<file path="src/rtl/rbci_pkg.sv">
// shared types, constants and collision microprogram of the rigid body impulse unit
package rbci_pkg;

  localparam int NUM_BODIES_DEF    = 16;
  localparam int FRACTION_BITS_DEF = 16;
  localparam int BODY_STRIDE       = 16;
  localparam int SCRATCH_WORDS     = 32;
  localparam int PC_W              = 8;

  localparam logic [1:0] OP_WRITE   = 2'd0;
  localparam logic [1:0] OP_READ    = 2'd1;
  localparam logic [1:0] OP_COLLIDE = 2'd2;

  localparam logic [2:0] ATTR_POS  = 3'd0;
  localparam logic [2:0] ATTR_MASS = 3'd4;

  // word offsets inside one body record
  localparam int W_PX = 0;
  localparam int W_PY = 1;
  localparam int W_PZ = 2;
  localparam int W_MX = 3;
  localparam int W_MY = 4;
  localparam int W_MZ = 5;
  localparam int W_VX = 6;
  localparam int W_VY = 7;
  localparam int W_VZ = 8;
  localparam int W_SX = 9;
  localparam int W_SY = 10;
  localparam int W_SZ = 11;
  localparam int W_IM = 12;
  localparam int W_II = 13;

  // item operand slots
  localparam int I_CX = 0;
  localparam int I_CY = 1;
  localparam int I_CZ = 2;
  localparam int I_NX = 3;
  localparam int I_NY = 4;
  localparam int I_NZ = 5;
  localparam int I_E  = 6;

  localparam int K_ZERO = 0;
  localparam int K_ONE  = 1;

  typedef enum logic [2:0] {ALU_ADD, ALU_SUB, ALU_MUL, ALU_DIV, ALU_END} alu_e;
  typedef enum logic [2:0] {SEL_B1, SEL_B2, SEL_SCR, SEL_IN, SEL_K} sel_e;

  typedef struct packed {
    sel_e       sel;
    logic [4:0] off;
  } opnd_t;

  typedef struct packed {
    alu_e  op;
    opnd_t d;
    opnd_t a;
    opnd_t b;
  } uop_t;

  function automatic opnd_t b1(input int o);
    return '{SEL_B1, 5'(o)};
  endfunction

  function automatic opnd_t b2(input int o);
    return '{SEL_B2, 5'(o)};
  endfunction

  function automatic opnd_t sc(input int o);
    return '{SEL_SCR, 5'(o)};
  endfunction

  function automatic opnd_t ip(input int o);
    return '{SEL_IN, 5'(o)};
  endfunction

  function automatic opnd_t kc(input int o);
    return '{SEL_K, 5'(o)};
  endfunction

  function automatic uop_t u(input alu_e op, input opnd_t d, input opnd_t a, input opnd_t b);
    return '{op, d, a, b};
  endfunction

  function automatic uop_t ucode(input logic [PC_W-1:0] pc);
    uop_t r;
    case (pc)
      // arm of first body
      8'd0:   r = u(ALU_ADD, sc(0), b1(W_PX), b1(W_MX));
      8'd1:   r = u(ALU_ADD, sc(1), b1(W_PY), b1(W_MY));
      8'd2:   r = u(ALU_ADD, sc(2), b1(W_PZ), b1(W_MZ));
      8'd3:   r = u(ALU_SUB, sc(3), ip(I_CX), sc(0));
      8'd4:   r = u(ALU_SUB, sc(4), ip(I_CY), sc(1));
      8'd5:   r = u(ALU_SUB, sc(5), ip(I_CZ), sc(2));
      // arm of second body
      8'd6:   r = u(ALU_ADD, sc(0), b2(W_PX), b2(W_MX));
      8'd7:   r = u(ALU_ADD, sc(1), b2(W_PY), b2(W_MY));
      8'd8:   r = u(ALU_ADD, sc(2), b2(W_PZ), b2(W_MZ));
      8'd9:   r = u(ALU_SUB, sc(6), ip(I_CX), sc(0));
      8'd10:  r = u(ALU_SUB, sc(7), ip(I_CY), sc(1));
      8'd11:  r = u(ALU_SUB, sc(8), ip(I_CZ), sc(2));
      // point velocity of first body
      8'd12:  r = u(ALU_MUL, sc(9),  b1(W_SY), sc(5));
      8'd13:  r = u(ALU_MUL, sc(10), b1(W_SZ), sc(4));
      8'd14:  r = u(ALU_SUB, sc(11), sc(9), sc(10));
      8'd15:  r = u(ALU_MUL, sc(9),  b1(W_SZ), sc(3));
      8'd16:  r = u(ALU_MUL, sc(10), b1(W_SX), sc(5));
      8'd17:  r = u(ALU_SUB, sc(12), sc(9), sc(10));
      8'd18:  r = u(ALU_MUL, sc(9),  b1(W_SX), sc(4));
      8'd19:  r = u(ALU_MUL, sc(10), b1(W_SY), sc(3));
      8'd20:  r = u(ALU_SUB, sc(13), sc(9), sc(10));
      8'd21:  r = u(ALU_ADD, sc(11), b1(W_VX), sc(11));
      8'd22:  r = u(ALU_ADD, sc(12), b1(W_VY), sc(12));
      8'd23:  r = u(ALU_ADD, sc(13), b1(W_VZ), sc(13));
      // point velocity of second body
      8'd24:  r = u(ALU_MUL, sc(9),  b2(W_SY), sc(8));
      8'd25:  r = u(ALU_MUL, sc(10), b2(W_SZ), sc(7));
      8'd26:  r = u(ALU_SUB, sc(14), sc(9), sc(10));
      8'd27:  r = u(ALU_MUL, sc(9),  b2(W_SZ), sc(6));
      8'd28:  r = u(ALU_MUL, sc(10), b2(W_SX), sc(8));
      8'd29:  r = u(ALU_SUB, sc(15), sc(9), sc(10));
      8'd30:  r = u(ALU_MUL, sc(9),  b2(W_SX), sc(7));
      8'd31:  r = u(ALU_MUL, sc(10), b2(W_SY), sc(6));
      8'd32:  r = u(ALU_SUB, sc(16), sc(9), sc(10));
      8'd33:  r = u(ALU_ADD, sc(14), b2(W_VX), sc(14));
      8'd34:  r = u(ALU_ADD, sc(15), b2(W_VY), sc(15));
      8'd35:  r = u(ALU_ADD, sc(16), b2(W_VZ), sc(16));
      // relative velocity
      8'd36:  r = u(ALU_SUB, sc(11), sc(14), sc(11));
      8'd37:  r = u(ALU_SUB, sc(12), sc(15), sc(12));
      8'd38:  r = u(ALU_SUB, sc(13), sc(16), sc(13));
      // numerator
      8'd39:  r = u(ALU_ADD, sc(9), kc(K_ONE), ip(I_E));
      8'd40:  r = u(ALU_SUB, sc(9), kc(K_ZERO), sc(9));
      8'd41:  r = u(ALU_MUL, sc(11), sc(11), sc(9));
      8'd42:  r = u(ALU_MUL, sc(12), sc(12), sc(9));
      8'd43:  r = u(ALU_MUL, sc(13), sc(13), sc(9));
      8'd44:  r = u(ALU_MUL, sc(14), sc(11), ip(I_NX));
      8'd45:  r = u(ALU_MUL, sc(15), sc(12), ip(I_NY));
      8'd46:  r = u(ALU_ADD, sc(14), sc(14), sc(15));
      8'd47:  r = u(ALU_MUL, sc(15), sc(13), ip(I_NZ));
      8'd48:  r = u(ALU_ADD, sc(14), sc(14), sc(15));
      // first arm cross normal
      8'd49:  r = u(ALU_MUL, sc(9),  sc(4), ip(I_NZ));
      8'd50:  r = u(ALU_MUL, sc(10), sc(5), ip(I_NY));
      8'd51:  r = u(ALU_SUB, sc(17), sc(9), sc(10));
      8'd52:  r = u(ALU_MUL, sc(9),  sc(5), ip(I_NX));
      8'd53:  r = u(ALU_MUL, sc(10), sc(3), ip(I_NZ));
      8'd54:  r = u(ALU_SUB, sc(18), sc(9), sc(10));
      8'd55:  r = u(ALU_MUL, sc(9),  sc(3), ip(I_NY));
      8'd56:  r = u(ALU_MUL, sc(10), sc(4), ip(I_NX));
      8'd57:  r = u(ALU_SUB, sc(19), sc(9), sc(10));
      // second arm cross normal
      8'd58:  r = u(ALU_MUL, sc(9),  sc(7), ip(I_NZ));
      8'd59:  r = u(ALU_MUL, sc(10), sc(8), ip(I_NY));
      8'd60:  r = u(ALU_SUB, sc(20), sc(9), sc(10));
      8'd61:  r = u(ALU_MUL, sc(9),  sc(8), ip(I_NX));
      8'd62:  r = u(ALU_MUL, sc(10), sc(6), ip(I_NZ));
      8'd63:  r = u(ALU_SUB, sc(21), sc(9), sc(10));
      8'd64:  r = u(ALU_MUL, sc(9),  sc(6), ip(I_NY));
      8'd65:  r = u(ALU_MUL, sc(10), sc(7), ip(I_NX));
      8'd66:  r = u(ALU_SUB, sc(22), sc(9), sc(10));
      // inertia term of first body
      8'd67:  r = u(ALU_MUL, sc(23), sc(17), b1(W_II));
      8'd68:  r = u(ALU_MUL, sc(24), sc(18), b1(W_II));
      8'd69:  r = u(ALU_MUL, sc(25), sc(19), b1(W_II));
      8'd70:  r = u(ALU_MUL, sc(9),  sc(24), sc(5));
      8'd71:  r = u(ALU_MUL, sc(10), sc(25), sc(4));
      8'd72:  r = u(ALU_SUB, sc(26), sc(9), sc(10));
      8'd73:  r = u(ALU_MUL, sc(9),  sc(25), sc(3));
      8'd74:  r = u(ALU_MUL, sc(10), sc(23), sc(5));
      8'd75:  r = u(ALU_SUB, sc(27), sc(9), sc(10));
      8'd76:  r = u(ALU_MUL, sc(9),  sc(23), sc(4));
      8'd77:  r = u(ALU_MUL, sc(10), sc(24), sc(3));
      8'd78:  r = u(ALU_SUB, sc(28), sc(9), sc(10));
      // inertia term of second body
      8'd79:  r = u(ALU_MUL, sc(23), sc(20), b2(W_II));
      8'd80:  r = u(ALU_MUL, sc(24), sc(21), b2(W_II));
      8'd81:  r = u(ALU_MUL, sc(25), sc(22), b2(W_II));
      8'd82:  r = u(ALU_MUL, sc(9),  sc(24), sc(8));
      8'd83:  r = u(ALU_MUL, sc(10), sc(25), sc(7));
      8'd84:  r = u(ALU_SUB, sc(29), sc(9), sc(10));
      8'd85:  r = u(ALU_MUL, sc(9),  sc(25), sc(6));
      8'd86:  r = u(ALU_MUL, sc(10), sc(23), sc(8));
      8'd87:  r = u(ALU_SUB, sc(30), sc(9), sc(10));
      8'd88:  r = u(ALU_MUL, sc(9),  sc(23), sc(7));
      8'd89:  r = u(ALU_MUL, sc(10), sc(24), sc(6));
      8'd90:  r = u(ALU_SUB, sc(31), sc(9), sc(10));
      // denominator
      8'd91:  r = u(ALU_ADD, sc(26), sc(26), sc(29));
      8'd92:  r = u(ALU_ADD, sc(27), sc(27), sc(30));
      8'd93:  r = u(ALU_ADD, sc(28), sc(28), sc(31));
      8'd94:  r = u(ALU_MUL, sc(23), sc(26), ip(I_NX));
      8'd95:  r = u(ALU_MUL, sc(24), sc(27), ip(I_NY));
      8'd96:  r = u(ALU_ADD, sc(23), sc(23), sc(24));
      8'd97:  r = u(ALU_MUL, sc(24), sc(28), ip(I_NZ));
      8'd98:  r = u(ALU_ADD, sc(23), sc(23), sc(24));
      8'd99:  r = u(ALU_ADD, sc(25), b1(W_IM), b2(W_IM));
      8'd100: r = u(ALU_ADD, sc(25), sc(25), sc(23));
      8'd101: r = u(ALU_DIV, sc(9), sc(14), sc(25));
      // impulse along normal
      8'd102: r = u(ALU_MUL, sc(10), ip(I_NX), sc(9));
      8'd103: r = u(ALU_MUL, sc(11), ip(I_NY), sc(9));
      8'd104: r = u(ALU_MUL, sc(12), ip(I_NZ), sc(9));
      // linear velocities
      8'd105: r = u(ALU_MUL, sc(13), sc(10), b1(W_IM));
      8'd106: r = u(ALU_SUB, b1(W_VX), b1(W_VX), sc(13));
      8'd107: r = u(ALU_MUL, sc(13), sc(11), b1(W_IM));
      8'd108: r = u(ALU_SUB, b1(W_VY), b1(W_VY), sc(13));
      8'd109: r = u(ALU_MUL, sc(13), sc(12), b1(W_IM));
      8'd110: r = u(ALU_SUB, b1(W_VZ), b1(W_VZ), sc(13));
      8'd111: r = u(ALU_MUL, sc(13), sc(10), b2(W_IM));
      8'd112: r = u(ALU_ADD, b2(W_VX), b2(W_VX), sc(13));
      8'd113: r = u(ALU_MUL, sc(13), sc(11), b2(W_IM));
      8'd114: r = u(ALU_ADD, b2(W_VY), b2(W_VY), sc(13));
      8'd115: r = u(ALU_MUL, sc(13), sc(12), b2(W_IM));
      8'd116: r = u(ALU_ADD, b2(W_VZ), b2(W_VZ), sc(13));
      // spins
      8'd117: r = u(ALU_MUL, sc(13), b1(W_II), sc(9));
      8'd118: r = u(ALU_MUL, sc(15), sc(17), sc(13));
      8'd119: r = u(ALU_SUB, b1(W_SX), b1(W_SX), sc(15));
      8'd120: r = u(ALU_MUL, sc(15), sc(18), sc(13));
      8'd121: r = u(ALU_SUB, b1(W_SY), b1(W_SY), sc(15));
      8'd122: r = u(ALU_MUL, sc(15), sc(19), sc(13));
      8'd123: r = u(ALU_SUB, b1(W_SZ), b1(W_SZ), sc(15));
      8'd124: r = u(ALU_MUL, sc(13), b2(W_II), sc(9));
      8'd125: r = u(ALU_MUL, sc(15), sc(20), sc(13));
      8'd126: r = u(ALU_ADD, b2(W_SX), b2(W_SX), sc(15));
      8'd127: r = u(ALU_MUL, sc(15), sc(21), sc(13));
      8'd128: r = u(ALU_ADD, b2(W_SY), b2(W_SY), sc(15));
      8'd129: r = u(ALU_MUL, sc(15), sc(22), sc(13));
      8'd130: r = u(ALU_ADD, b2(W_SZ), b2(W_SZ), sc(15));
      default: r = u(ALU_END, sc(0), sc(0), sc(0));
    endcase
    return r;
  endfunction

  function automatic logic [31:0] sat33(input logic [32:0] s);
    logic [31:0] r;
    if (s[32] != s[31]) begin
      r = s[32] ? 32'h8000_0000 : 32'h7fff_ffff;
    end else begin
      r = s[31:0];
    end
    return r;
  endfunction

endpackage

</file>
<file path="src/rtl/rbci_div.sv">
// radix-2 restoring divider for the impulse quotient, saturated to 32 bits
module rbci_div #(
  parameter int FRACTION_BITS = rbci_pkg::FRACTION_BITS_DEF
) (
  input  logic        clk_i,
  input  logic        rst_ni,
  input  logic        start_i,
  input  logic [31:0] numer_i,
  input  logic [31:0] denom_i,
  output logic        done_o,
  output logic [31:0] quot_o
);

  localparam int NW = 32 + FRACTION_BITS;
  localparam int CW = $clog2(NW + 1);

  logic          busy_q;
  logic          done_q;
  logic [CW-1:0] cnt_q;
  logic          neg_q;
  logic [31:0]   dvs_q;
  logic [31:0]   rem_q;
  logic [NW-1:0] acc_q;

  logic [31:0] n_mag;
  logic [31:0] d_mag;
  logic [32:0] rem_sh;
  logic        fits;
  logic [32:0] rem_nx;

  assign n_mag  = numer_i[31] ? (~numer_i + 32'd1) : numer_i;
  assign d_mag  = denom_i[31] ? (~denom_i + 32'd1) : denom_i;
  assign rem_sh = {rem_q, acc_q[NW-1]};
  assign fits   = rem_sh >= {1'b0, dvs_q};
  assign rem_nx = fits ? (rem_sh - {1'b0, dvs_q}) : rem_sh;

  always_ff @(posedge clk_i or negedge rst_ni) begin
    if (!rst_ni) begin
      busy_q <= 1'b0;
      done_q <= 1'b0;
      cnt_q  <= '0;
    end else begin
      done_q <= 1'b0;
      if (start_i) begin
        busy_q <= 1'b1;
        cnt_q  <= CW'(NW);
      end else if (busy_q) begin
        cnt_q <= cnt_q - CW'(1);
        if (cnt_q == CW'(1)) begin
          busy_q <= 1'b0;
          done_q <= 1'b1;
        end
      end
    end
  end

  always_ff @(posedge clk_i) begin
    if (start_i) begin
      neg_q <= numer_i[31] ^ denom_i[31];
      dvs_q <= d_mag;
      rem_q <= '0;
      acc_q <= NW'(n_mag) << FRACTION_BITS;
    end else if (busy_q) begin
      rem_q <= rem_nx[31:0];
      acc_q <= {acc_q[NW-2:0], fits};
    end
  end

  always_comb begin
    if (!neg_q) begin
      quot_o = (acc_q > NW'(32'h7fff_ffff)) ? 32'h7fff_ffff : acc_q[31:0];
    end else begin
      quot_o = (acc_q > NW'(32'h8000_0000)) ? 32'h8000_0000 : (~acc_q[31:0] + 32'd1);
    end
  end

  assign done_o = done_q;

endmodule

</file>
<file path="config.mk">
export PLATFORM = sky130hd
export DESIGN_NAME = rbci_div
export DESIGN_NICKNAME = d
export VERILOG_FILES = /design/src/rtl/rbci_pkg.sv /design/src/rtl/rbci_div.sv
export SDC_FILE = /design/constraint.sdc
export NUM_CORES = 1
export LEC_CHECK = 0
export BUFFER_PORTS_ARGS = -buffer_cell sky130_fd_sc_hd__buf_4
export CORE_MARGIN = 2
export CORE_UTILIZATION = 60
export CTS_CLUSTER_DIAMETER = 120
export DETAILED_ROUTE_END_ITERATION = 16
export PLACE_DENSITY = 0.91
export SLEW_MARGIN = 10
export SYNTH_ARGS = -nofsm -noshare
export SYNTH_HDL_FRONTEND = slang
export SYNTH_SLANG_ARGS = --single-unit
</file>
<file path="constraint.sdc">
create_clock -name clk_i -period 3.4 [get_ports clk_i]
set_input_delay 0.34 -clock clk_i [delete_from_list [all_inputs] [get_ports clk_i]]
set_output_delay 0.34 -clock clk_i [all_outputs]
set_load 0.1 [all_outputs]
</file>
# --- Yosys cells after proc, flatten, opt, wreduce, memory -nomap -nowiden ---
# Index checks and enable logic that the tools add are counted.
totals:
  reg_bits: 121
  latchBits: 0
  mem_bits_rw: 0
  mem_bits_ro: 0
  input_bits: 67
  out_inout_bits: 33
  wordCells: 39
  mem_count: 0
classes:
  add_sub_neg: 5
  multipliers: 0
  div_mod_pow: 0
  magnitude_cmp: 3
  n_eq_ne: 1
  shift: 0
  n_mux: 16
  bitwise: 4
  reduce_logical: 1
op_table:
  columns: ["operator", "count"]
  rows:
  - ["$mux W32", 5]
  - ["$add A32 B1 Y32 const B", 3]
  - ["$mux W48", 2]
  - ["$not A32 Y32", 3]
  - ["$gt A48 B31 Y1 const B", 1]
  - ["$gt A48 B32 Y1 const B", 1]
  - ["$ge A33 B32 Y1", 1]
  - ["$sub A32 B32 Y32", 1]
  - ["$mux W31", 1]
  - ["$mux W6", 2]
  - ["$eq A6 B1 Y1 const B", 1]
  - ["$mux W1", 6]
  - ["$sub A6 B1 Y6 const B", 1]
  - ["$reduce_bool A2 Y1", 1]
  - ["$xor A1 B1 Y1", 1]

# --- Logic depth before layout (Yosys ltp) ---
# Gate-level depths: netlist of run 1.
logic_depth:
  ltp_word: 4
  ltp_mapped: 12
  mapped_depth_nobuf: 11

# --- Least setup slack after synthesis of run 1 ---
# Ideal clock, no wire load.
synth_timing:
  kind: "register to output"
  start: "register acc_q[25]"
  end: "output quot_o[16]"
  arrival_ns: 5.662
  t_required_ns: 3.060
  slack_ns: -2.602
  stages_incl_launch_ff: 10
  path_buffers: 2
  path_cell_list: "edfxtp_1 > or3_1 > nand4b_1 > or4_1 > o21ai_1 > nand2b_1 > or2_1 > clkbuf_1 > buf_2 > o311ai_0"
synth_via:
  elab_chain_len: 3
  word_cells_on_any_way: 5
  classes_between: "2 x order compare; 3 x mux"
synth_lines:
  columns: ["item", "line_no", "text"]
  rows:
  - ["start: declaration", "rbci_div.sv:23", "logic [NW-1:0] acc_q;"]
  - ["start signal: assignment", "rbci_div.sv:62", "acc_q <= NW'(n_mag) << FRACTION_BITS;"]
  - ["start signal: assignment", "rbci_div.sv:65", "acc_q <= {acc_q[NW-2:0], fits};"]
  - ["$gt A48 B31 Y1 or $gt A48 B32 Y1 (tied branches)", "rbci_div.sv:71, rbci_div.sv:73", null]
  - ["$mux W32, on equally long branches", "rbci_div.sv:71, rbci_div.sv:73", null]
  - ["$mux W32 *", "rbci_div.sv:70", "if (!neg_q) begin"]
  - ["end: declaration", "rbci_div.sv:11", "output logic [31:0] quot_o"]
# Every way passes the cells marked *; elsewhere a longest branch is shown, timed or not.

# --- Worst setup path after layout of run 1 ---
layout_timing:
  start: "register acc_q[24]"
  end: "output quot_o[14]"
# Same word-level chain as after synthesis.

==> flow_metrics.py, run 1 <==
metrics = {
    "critical_path": {
        "arrival_ns": 3.14,
        "endpoint_kind": "output pin",
        "slowest_delay_ns": 0.45,
        "reg2reg_slack_ns": 0.23,
        "crit_required_ns": 3.06,
        "worst_r2r_endpoint": "rem_q[26]",
        "reg2reg_depth": 10,
        "crit_type": "reg -> out",
        "setup.worst_path.start_class": "flop",
        "crit_path_cell_trace": "or3_4 > nand4b_1 > or4_4 > o21ai_2 > nand2b_1 > buf_6 > o21ai_1 > nand2_1 > o311ai_4 > buf_12",
        "r2r_start": "dvs_q[15]",
        "critPathSlowestCell": "or4_4",
        "crit_path_max_fanout": 31,
    },
    "timing": {
        "clock_skew_ns": 0.00888,
        "fin_tns_setup_ns": -0.582,
        "fmax_ghz": 0.287,
        "postLayoutSetupSlackWorst_ns": -0.0840,
        "period_minus_slack_ns": 3.48,
        "hold_violations": 0,
        "tightest_slew_ns": 0.788,
        "rsz0062_at_grt": "yes",
        "setup_viol": 22,
        "slew_headroom_pct": 47.4,
        "finalCritPeriodShare_pct": 102,
        "slew_viol_final": 0,
        "hold_ws_ns": 0.129,
    },
    "clock_network": {
        "cts_root_buffer": "clkbuf_16",
        "cts_max_path_buffers": 2,
        "cts_buffers": 17,
        "htreeDepth": 4,
        "cts.sinks": 121,
        "cts_tree": "yes",
        "clkTransAtPathRegs_ns": 0.06,
        "clk-insertion-delay-late_ns": 0.43,
    },
    "min_path": {
        "worstHoldStart": "denom_i[0]",
        "whs_endpoint": "dvs_q[0]",
        "hp-class": "in -> reg",
        "min_path_cells": 1,
    },
    "placement": {
        "place_hpwl_um": 16400,
        "gp_congestion": 0.944,
        "port_buffers": 99,
        "place_area_um2": 10300,
    },
    "die": {
        "coreArea_um2": 14500,
        "io_pins": 100,
        "die_height_um": 126,
        "rows": 44,
        "die_area_um2": 15900,
        "initial_core_util_pct": 61.4,
        "die_w_um": 126,
    },
    "layout": {
        "final_cell_area_um2": 11400,
        "final_core_util_pct": 78.7,
        "n_antenna_cell": 0,
        "final_layout_size_suffix_gt1_share_pct": 20.1,
        "fin_nets": 1237,
        "syn_to_final_growth_pct": 28.1,
    },
    "detailed_routing": {
        "wl_per_cell_um": 18.9,
        "finalWirelength_um": 25100,
        "drt_pre_antenna_iters": 8,
        "drcViolationCount": 0,
        "viasPerCell": 6.50,
        "ant_nets": 0,
        "drtIter0Drc": 919,
        "num_vias": 8643,
    },
    "power_and_ir_drop": {
        "irDropWorstVdd_uv": 366,
        "powerDensity_nw_per_um2": 439,
        "p_leak_nw": 4.62,
    },
    "synthesis": {
        "synth_compound_area_share_pct": 23.7,
        "synth.area.top_cells": "edfxtp_1, dfxtp_1, xnor2_1, ha_1, nand2_1",
        "synth_ff_type": "edfxtp_1",
        "muxShareOfSynthArea_pct": 2.02,
        "synth_top_area_cell": "edfxtp_1",
        "synth-seq-cells": 121,
        "syn_area_per_cell_um2": 8.53,
        "synth_top_area_share_pct": 21.9,
        "synthDistinctLibCells": 77,
        "seq_area_frac_synth_pct": 34.9,
        "synth.most_common_cell": "nand2_1",
        "synthSimpleGateAreaFrac_pct": 20.6,
        "synthTopCellsByCount": "nand2_1, nor2_1, xnor2_1",
        "syn_nets": 1152,
        "synth-edff-count": 65,
        "async_flop_share_pct": 6.61,
        "synth-adder-area-share_pct": 5.41,
        "netlist_area_um2": 8930,
        "yosys_warnings": 0,
        "synth_top_family_by_area": "compound AO/OA/AOI/OAI gates",
        "synth_cells": 1047,
        "synth_xor_area_share_pct": 8.14,
    },
    "global_route": {
        "antenna_found_initial": 0,
        "gr-total-overflow": 0,
        "grt_use_met2_pct": 52.9,
        "grt_first_pass_wirelength_um": 40000,
        "grt_util_met1_pct": 38.8,
        "first_global_vias": 8141,
        "busiest_layer": "met2",
        "grt_max_degree": 77,
        "grt_usage_pct": 30.6,
        "use_met3_pct": 5.14,
    },
    "run": {
        "maxCapViolCount": 0,
    },
    "run_status": {
        "outcome": "finished with violations",
        "violations": "negative setup slack",
    },
}
## worst max-delay path: cells and delay by family, from the launching register on
family,cells,cell delay [ns]
AO/OA/AOI/OAI,3,0.55
buffers and inverters,2,0.42
flip-flops,1,0.40
AND/OR/NAND/NOR,5,1.36
## how the worst max path moves through the flow
stage / start / to / slack, ns / cells past startpoint
floorplan: acc_q[24] / quot_o[10] / -0.37 / 8
global placement: acc_q[25] / quot_o[19] / 0.31 / 9
detailed placement: acc_q[25] / quot_o[16] / 0.22 / 10
CTS: acc_q[24] / quot_o[12] / -0.007 / 9
global route: acc_q[24] / quot_o[13] / -0.22 / 10
finish: acc_q[24] / quot_o[14] / -0.08 / 10
## report_power, final
group / total (mW) / internal, mW / leakage, nW / switching (mW)
logic: 1.46 / 0.560 / 3.16 / 0.895
registers: 1.77 / 1.68 / 1.16 / 0.0927
clock network: 1.80 / 1.13 / 0.303 / 0.660
## routing by layer
layer,up-vias,part of all wire (%)
met1,4059,40
met4,0,2.4
met2,455,51
met3,74,7.2
met5,-,0
li1,4055,-
## cell families (layout without fill, tap and decap cells)
family	after synthesis	after routing
xor gates and xnor gates	83	83
DFF	121	121
AOI/OAI and AO/OA	292	292
muxes	18	18
adders and majority gates	38	38
buffers and inverters	125	223
and+or+nand+nor	370	370
## through the flow
| step | std cells | worst slack [ns] | power [mW] |
|---|---|---|---|
| after floorplan | 1047 | -0.366 | 2.73 |
| after global placement | 1293 | 0.315 | 3.03 |
| after detailed placement | 1293 | 0.217 | 3.07 |
| after CTS | 1328 | -0.00691 | 4.94 |
| after global routing | 1329 | -0.223 | 5.20 |
| final | 1329 | -0.0840 | 5.02 |
## what timing repair did
action                                 CTS  global route
resized for setup                       54            54
pin swaps                                4             9
buffers inserted                         1             0
endpoints found under the hold margin    8             0
hold buffers                             1             0
setup endpoints to repair               28            29
gates cloned                             1             1
## layout make-up
type | count | area, um2
Multi-Input combinational cell | 801 | 5890
Sequential cell | 121 | 3120
Fill cell | 866 | 3100
Timing Repair Buffer | 129 | 1360
Clock buffer | 25 | 554
Inverter | 62 | 233
Tap cell | 184 | 230
Clock inverter | 7 | 45.0
## placed cells by master (no fill, tap or decap), drive strengths merged, types with 18 or more instances in the layout
cell,netlist,routed
buf,9,127
nand2,120,120
nor2,84,84
xnor2,69,69
inv,62,67
o21ai,66,66
edfxtp,65,65
dfxtp,48,48
a21oi,42,42
nor3,38,38
ha,37,37
a22o,31,31
clkbuf,54,26
o311ai,25,25
o31ai,24,24
nor4,21,21
mux2i,18,18
## state kept, by name, summed over array words and instances (netlist names)
name and cells:
done_o 1, cnt_q 6, dvs_q 32, acc_q 48, neg_q 1, rem_q 32, busy_q 1
Power figures use the tool's default switching activity.
==> inputs of run 2 (changes only) <==
--- a/config.mk
+++ b/config.mk
@@ -5,12 +5,13 @@
 export SDC_FILE = /design/constraint.sdc
 export NUM_CORES = 1
 export LEC_CHECK = 0
-export BUFFER_PORTS_ARGS = -buffer_cell sky130_fd_sc_hd__buf_4
 export CORE_MARGIN = 2
-export CORE_UTILIZATION = 60
+export CORE_UTILIZATION = 50
+export CTS_BUF_LIST = sky130_fd_sc_hd__clkbuf_2 sky130_fd_sc_hd__clkbuf_4 sky130_fd_sc_hd__clkbuf_8
 export CTS_CLUSTER_DIAMETER = 120
 export DETAILED_ROUTE_END_ITERATION = 16
-export PLACE_DENSITY = 0.91
+export DONT_BUFFER_PORTS = 1
+export PLACE_DENSITY = 0.75
 export SLEW_MARGIN = 10
 export SYNTH_ARGS = -nofsm -noshare
 export SYNTH_HDL_FRONTEND = slang
==> run 2 against run 1 <==
  * The flow now finishes without violations
  * Flip-flop and latch count unchanged
  * Sequential power about the same
  * Clock skew about the same
  * Largest power group is now registers
  * Via count decreased by 7.6%
  * First-iteration DRC count decreased by 32%
  * Hold slack got worse by 0.066 ns
  * Cell area decreased by 4.1%
  * Clock power decreased by 26%
  * Global-route usage decreased by 7.2 points
==> flow_metrics.py, run 2 (synthesis results as in run 1) <==
metrics = {
    "global_route": {
        "first_global_vias": 7384,
        "grt_first_pass_wirelength_um": 35400,
        "grt_max_degree": 75,
        "grt_usage_pct": 23.4,
        "antenna_found_initial": 0,
        "gr-total-overflow": 0,
    },
    "power_and_ir_drop": {
        "irDropWorstVdd_uv": 275,
        "p_leak_nw": 4.29,
        "p_comb_share_pct": 30.6,
        "seq_power_share_pct": 39.4,
        "p_sw_mw": 1.50,
        "clkPwrFrac_pct": 30.0,
        "p_int_mw": 2.94,
        "switching_share_pct": 33.7,
        "powerDensity_nw_per_um2": 405,
    },
    "detailed_routing": {
        "finalWirelength_um": 21700,
        "drt_pre_antenna_iters": 5,
        "ant_nets": 0,
        "num_vias": 7984,
        "drcViolationCount": 0,
        "wl_per_cell_um": 16.5,
        "drtIter0Drc": 626,
        "viasPerCell": 6.07,
    },
    "clock_network": {
        "cts.sinks": 121,
        "cts_buffers": 17,
        "htreeDepth": 4,
        "cts_max_path_buffers": 2,
        "clk-insertion-delay-late_ns": 0.45,
        "cts_root_buffer": "clkbuf_8",
        "cts_tree": "yes",
        "clkTransAtPathRegs_ns": 0.07,
    },
    "timing": {
        "finalCritPeriodShare_pct": 99.1,
        "setup_viol": 0,
        "period_minus_slack_ns": 3.37,
        "rsz0062_at_grt": "yes",
        "slew_viol_final": 0,
        "slew_headroom_pct": 42.3,
        "clock_skew_ns": 0.00879,
        "hold_violations": 0,
        "tightest_slew_ns": 0.866,
        "fmax_ghz": 0.297,
        "hold_ws_ns": 0.0632,
    },
    "die": {
        "initial_core_util_pct": 51.4,
        "die_height_um": 138,
        "rows": 48,
        "die_area_um2": 18900,
        "die_w_um": 138,
        "io_pins": 100,
        "coreArea_um2": 17400,
    },
    "run_status": {
        "outcome": "finished, final reports clean",
    },
    "min_path": {
        "hp-class": "in -> reg",
        "worstHoldStart": "start_i",
    },
    "layout": {
        "layout_common_cells": "nand2_1, nor2_1, xnor2_1",
        "final_layout_size_suffix_gt1_share_pct": 16.7,
        "final_cell_area_um2": 11000,
        "fillCellCount": 1391,
        "fin_nets": 1182,
        "final_cells": 1315,
        "reg_top3": "acc_q (48), dvs_q (32), rem_q (32)",
        "layout_commonest_cell": "nand2_1",
        "largest_reg_flops": 48,
        "syn_to_final_growth_pct": 22.8,
        "largest-register": "acc_q",
        "n_antenna_cell": 0,
    },
    "critical_path": {
        "arrival_ns": 3.03,
        "cp-startpoint": "acc_q[24]",
        "setup.worst_path.start_class": "flop",
        "crit_required_ns": 3.06,
        "crit_type": "reg -> out",
        "crit_path_max_fanout": 12,
        "r2r_start": "acc_q[47]",
        "endpoint_kind": "output pin",
    },
    "placement": {
        "port_buffers": 0,
        "place_area_um2": 10400,
        "place_hpwl_um": 15700,
        "gp_congestion": 0.930,
        "placed_cells": 1275,
    },
    "run": {
        "maxCapViolCount": 0,
    },
}
-- run 2: timing repair --
item | in CTS | in global routing
hold buffers | 4 | 1
gates cloned | 0 | 0
gates resized for setup | 11 | 19
buffers inserted | 2 | 1
hold endpoints to repair | 83 | 5
pin swaps | 5 | 7
endpoints found under the setup margin | 26 | 29
-- run 2: final timing paths --
check	to	slack [ns]	depth (start not counted)
worst max-delay path	quot_o[16]	0.03	9
worst min-delay path	neg_q	0.06	0
worst max register to register	rem_q[30]	0.31	11
worst min register to register	rem_q[20]	0.50	2
max in group asynchronous	busy_q	2.87	1
min in group asynchronous	cnt_q[2]	0.23	1
-- run 2: power groups by stage --
stage          Sequential [mW]  Clock, mW  Combinational (mW)
2_1_floorplan             1.77          0               0.962
3_3_place_gp              1.77          0                1.30
3_5_place_dp              1.78          0                1.32
4_1_cts                   1.75       1.37                1.35
5_1_grt                   1.76       1.43                1.45
6_report                  1.75       1.33                1.36
-- run 2: routing by layer --
layer	global-route usage (%)	wire length, um	up-vias	share of wire (%)
met5	0	0	-	0
met4	8.82	399	0	1.8
met3	4.53	1430	28	6.6
met2	37.3	10200	272	47
met1	31.6	9680	3746	45
li1	-	-	3938	-
-- run 2: critical path, stage by stage (launching register included) --
cell	delay [ns]
edfxtp_1	0.39
or3_4	0.40
nand4b_1	0.19
or4_1	0.40
o21ai_1	0.13
nand2b_1	0.10
or2_4	0.28
buf_12	0.18
o311ai_4	0.29
buf_12	0.21
-- run 2: layout make-up --
cell class | instances | area (um2) | area share, %
multi-input combinational | 801 | 5920 | 54.0
sequential | 121 | 3120 | 28.4
timing repair buffer | 74 | 1010 | 9.17
tap | 225 | 282 | 2.57
clock buffer | 17 | 234 | 2.13
inverter | 62 | 233 | 2.12
clock inverter | 15 | 173 | 1.57
-- run 2: through the flow --
step           utilization (%)  worst slack [ns]  setup TNS [ns]  total power, mW
6_report                  63.2            0.0296               0             4.44
5_1_grt                   63.2           -0.0995           -1.43             4.64
4_1_cts                   62.6           0.00868               0             4.46
3_5_place_dp              59.7             0.236               0             3.09
3_3_place_gp              59.7             0.302               0             3.08
2_1_floorplan                -            -0.366           -3.19             2.73
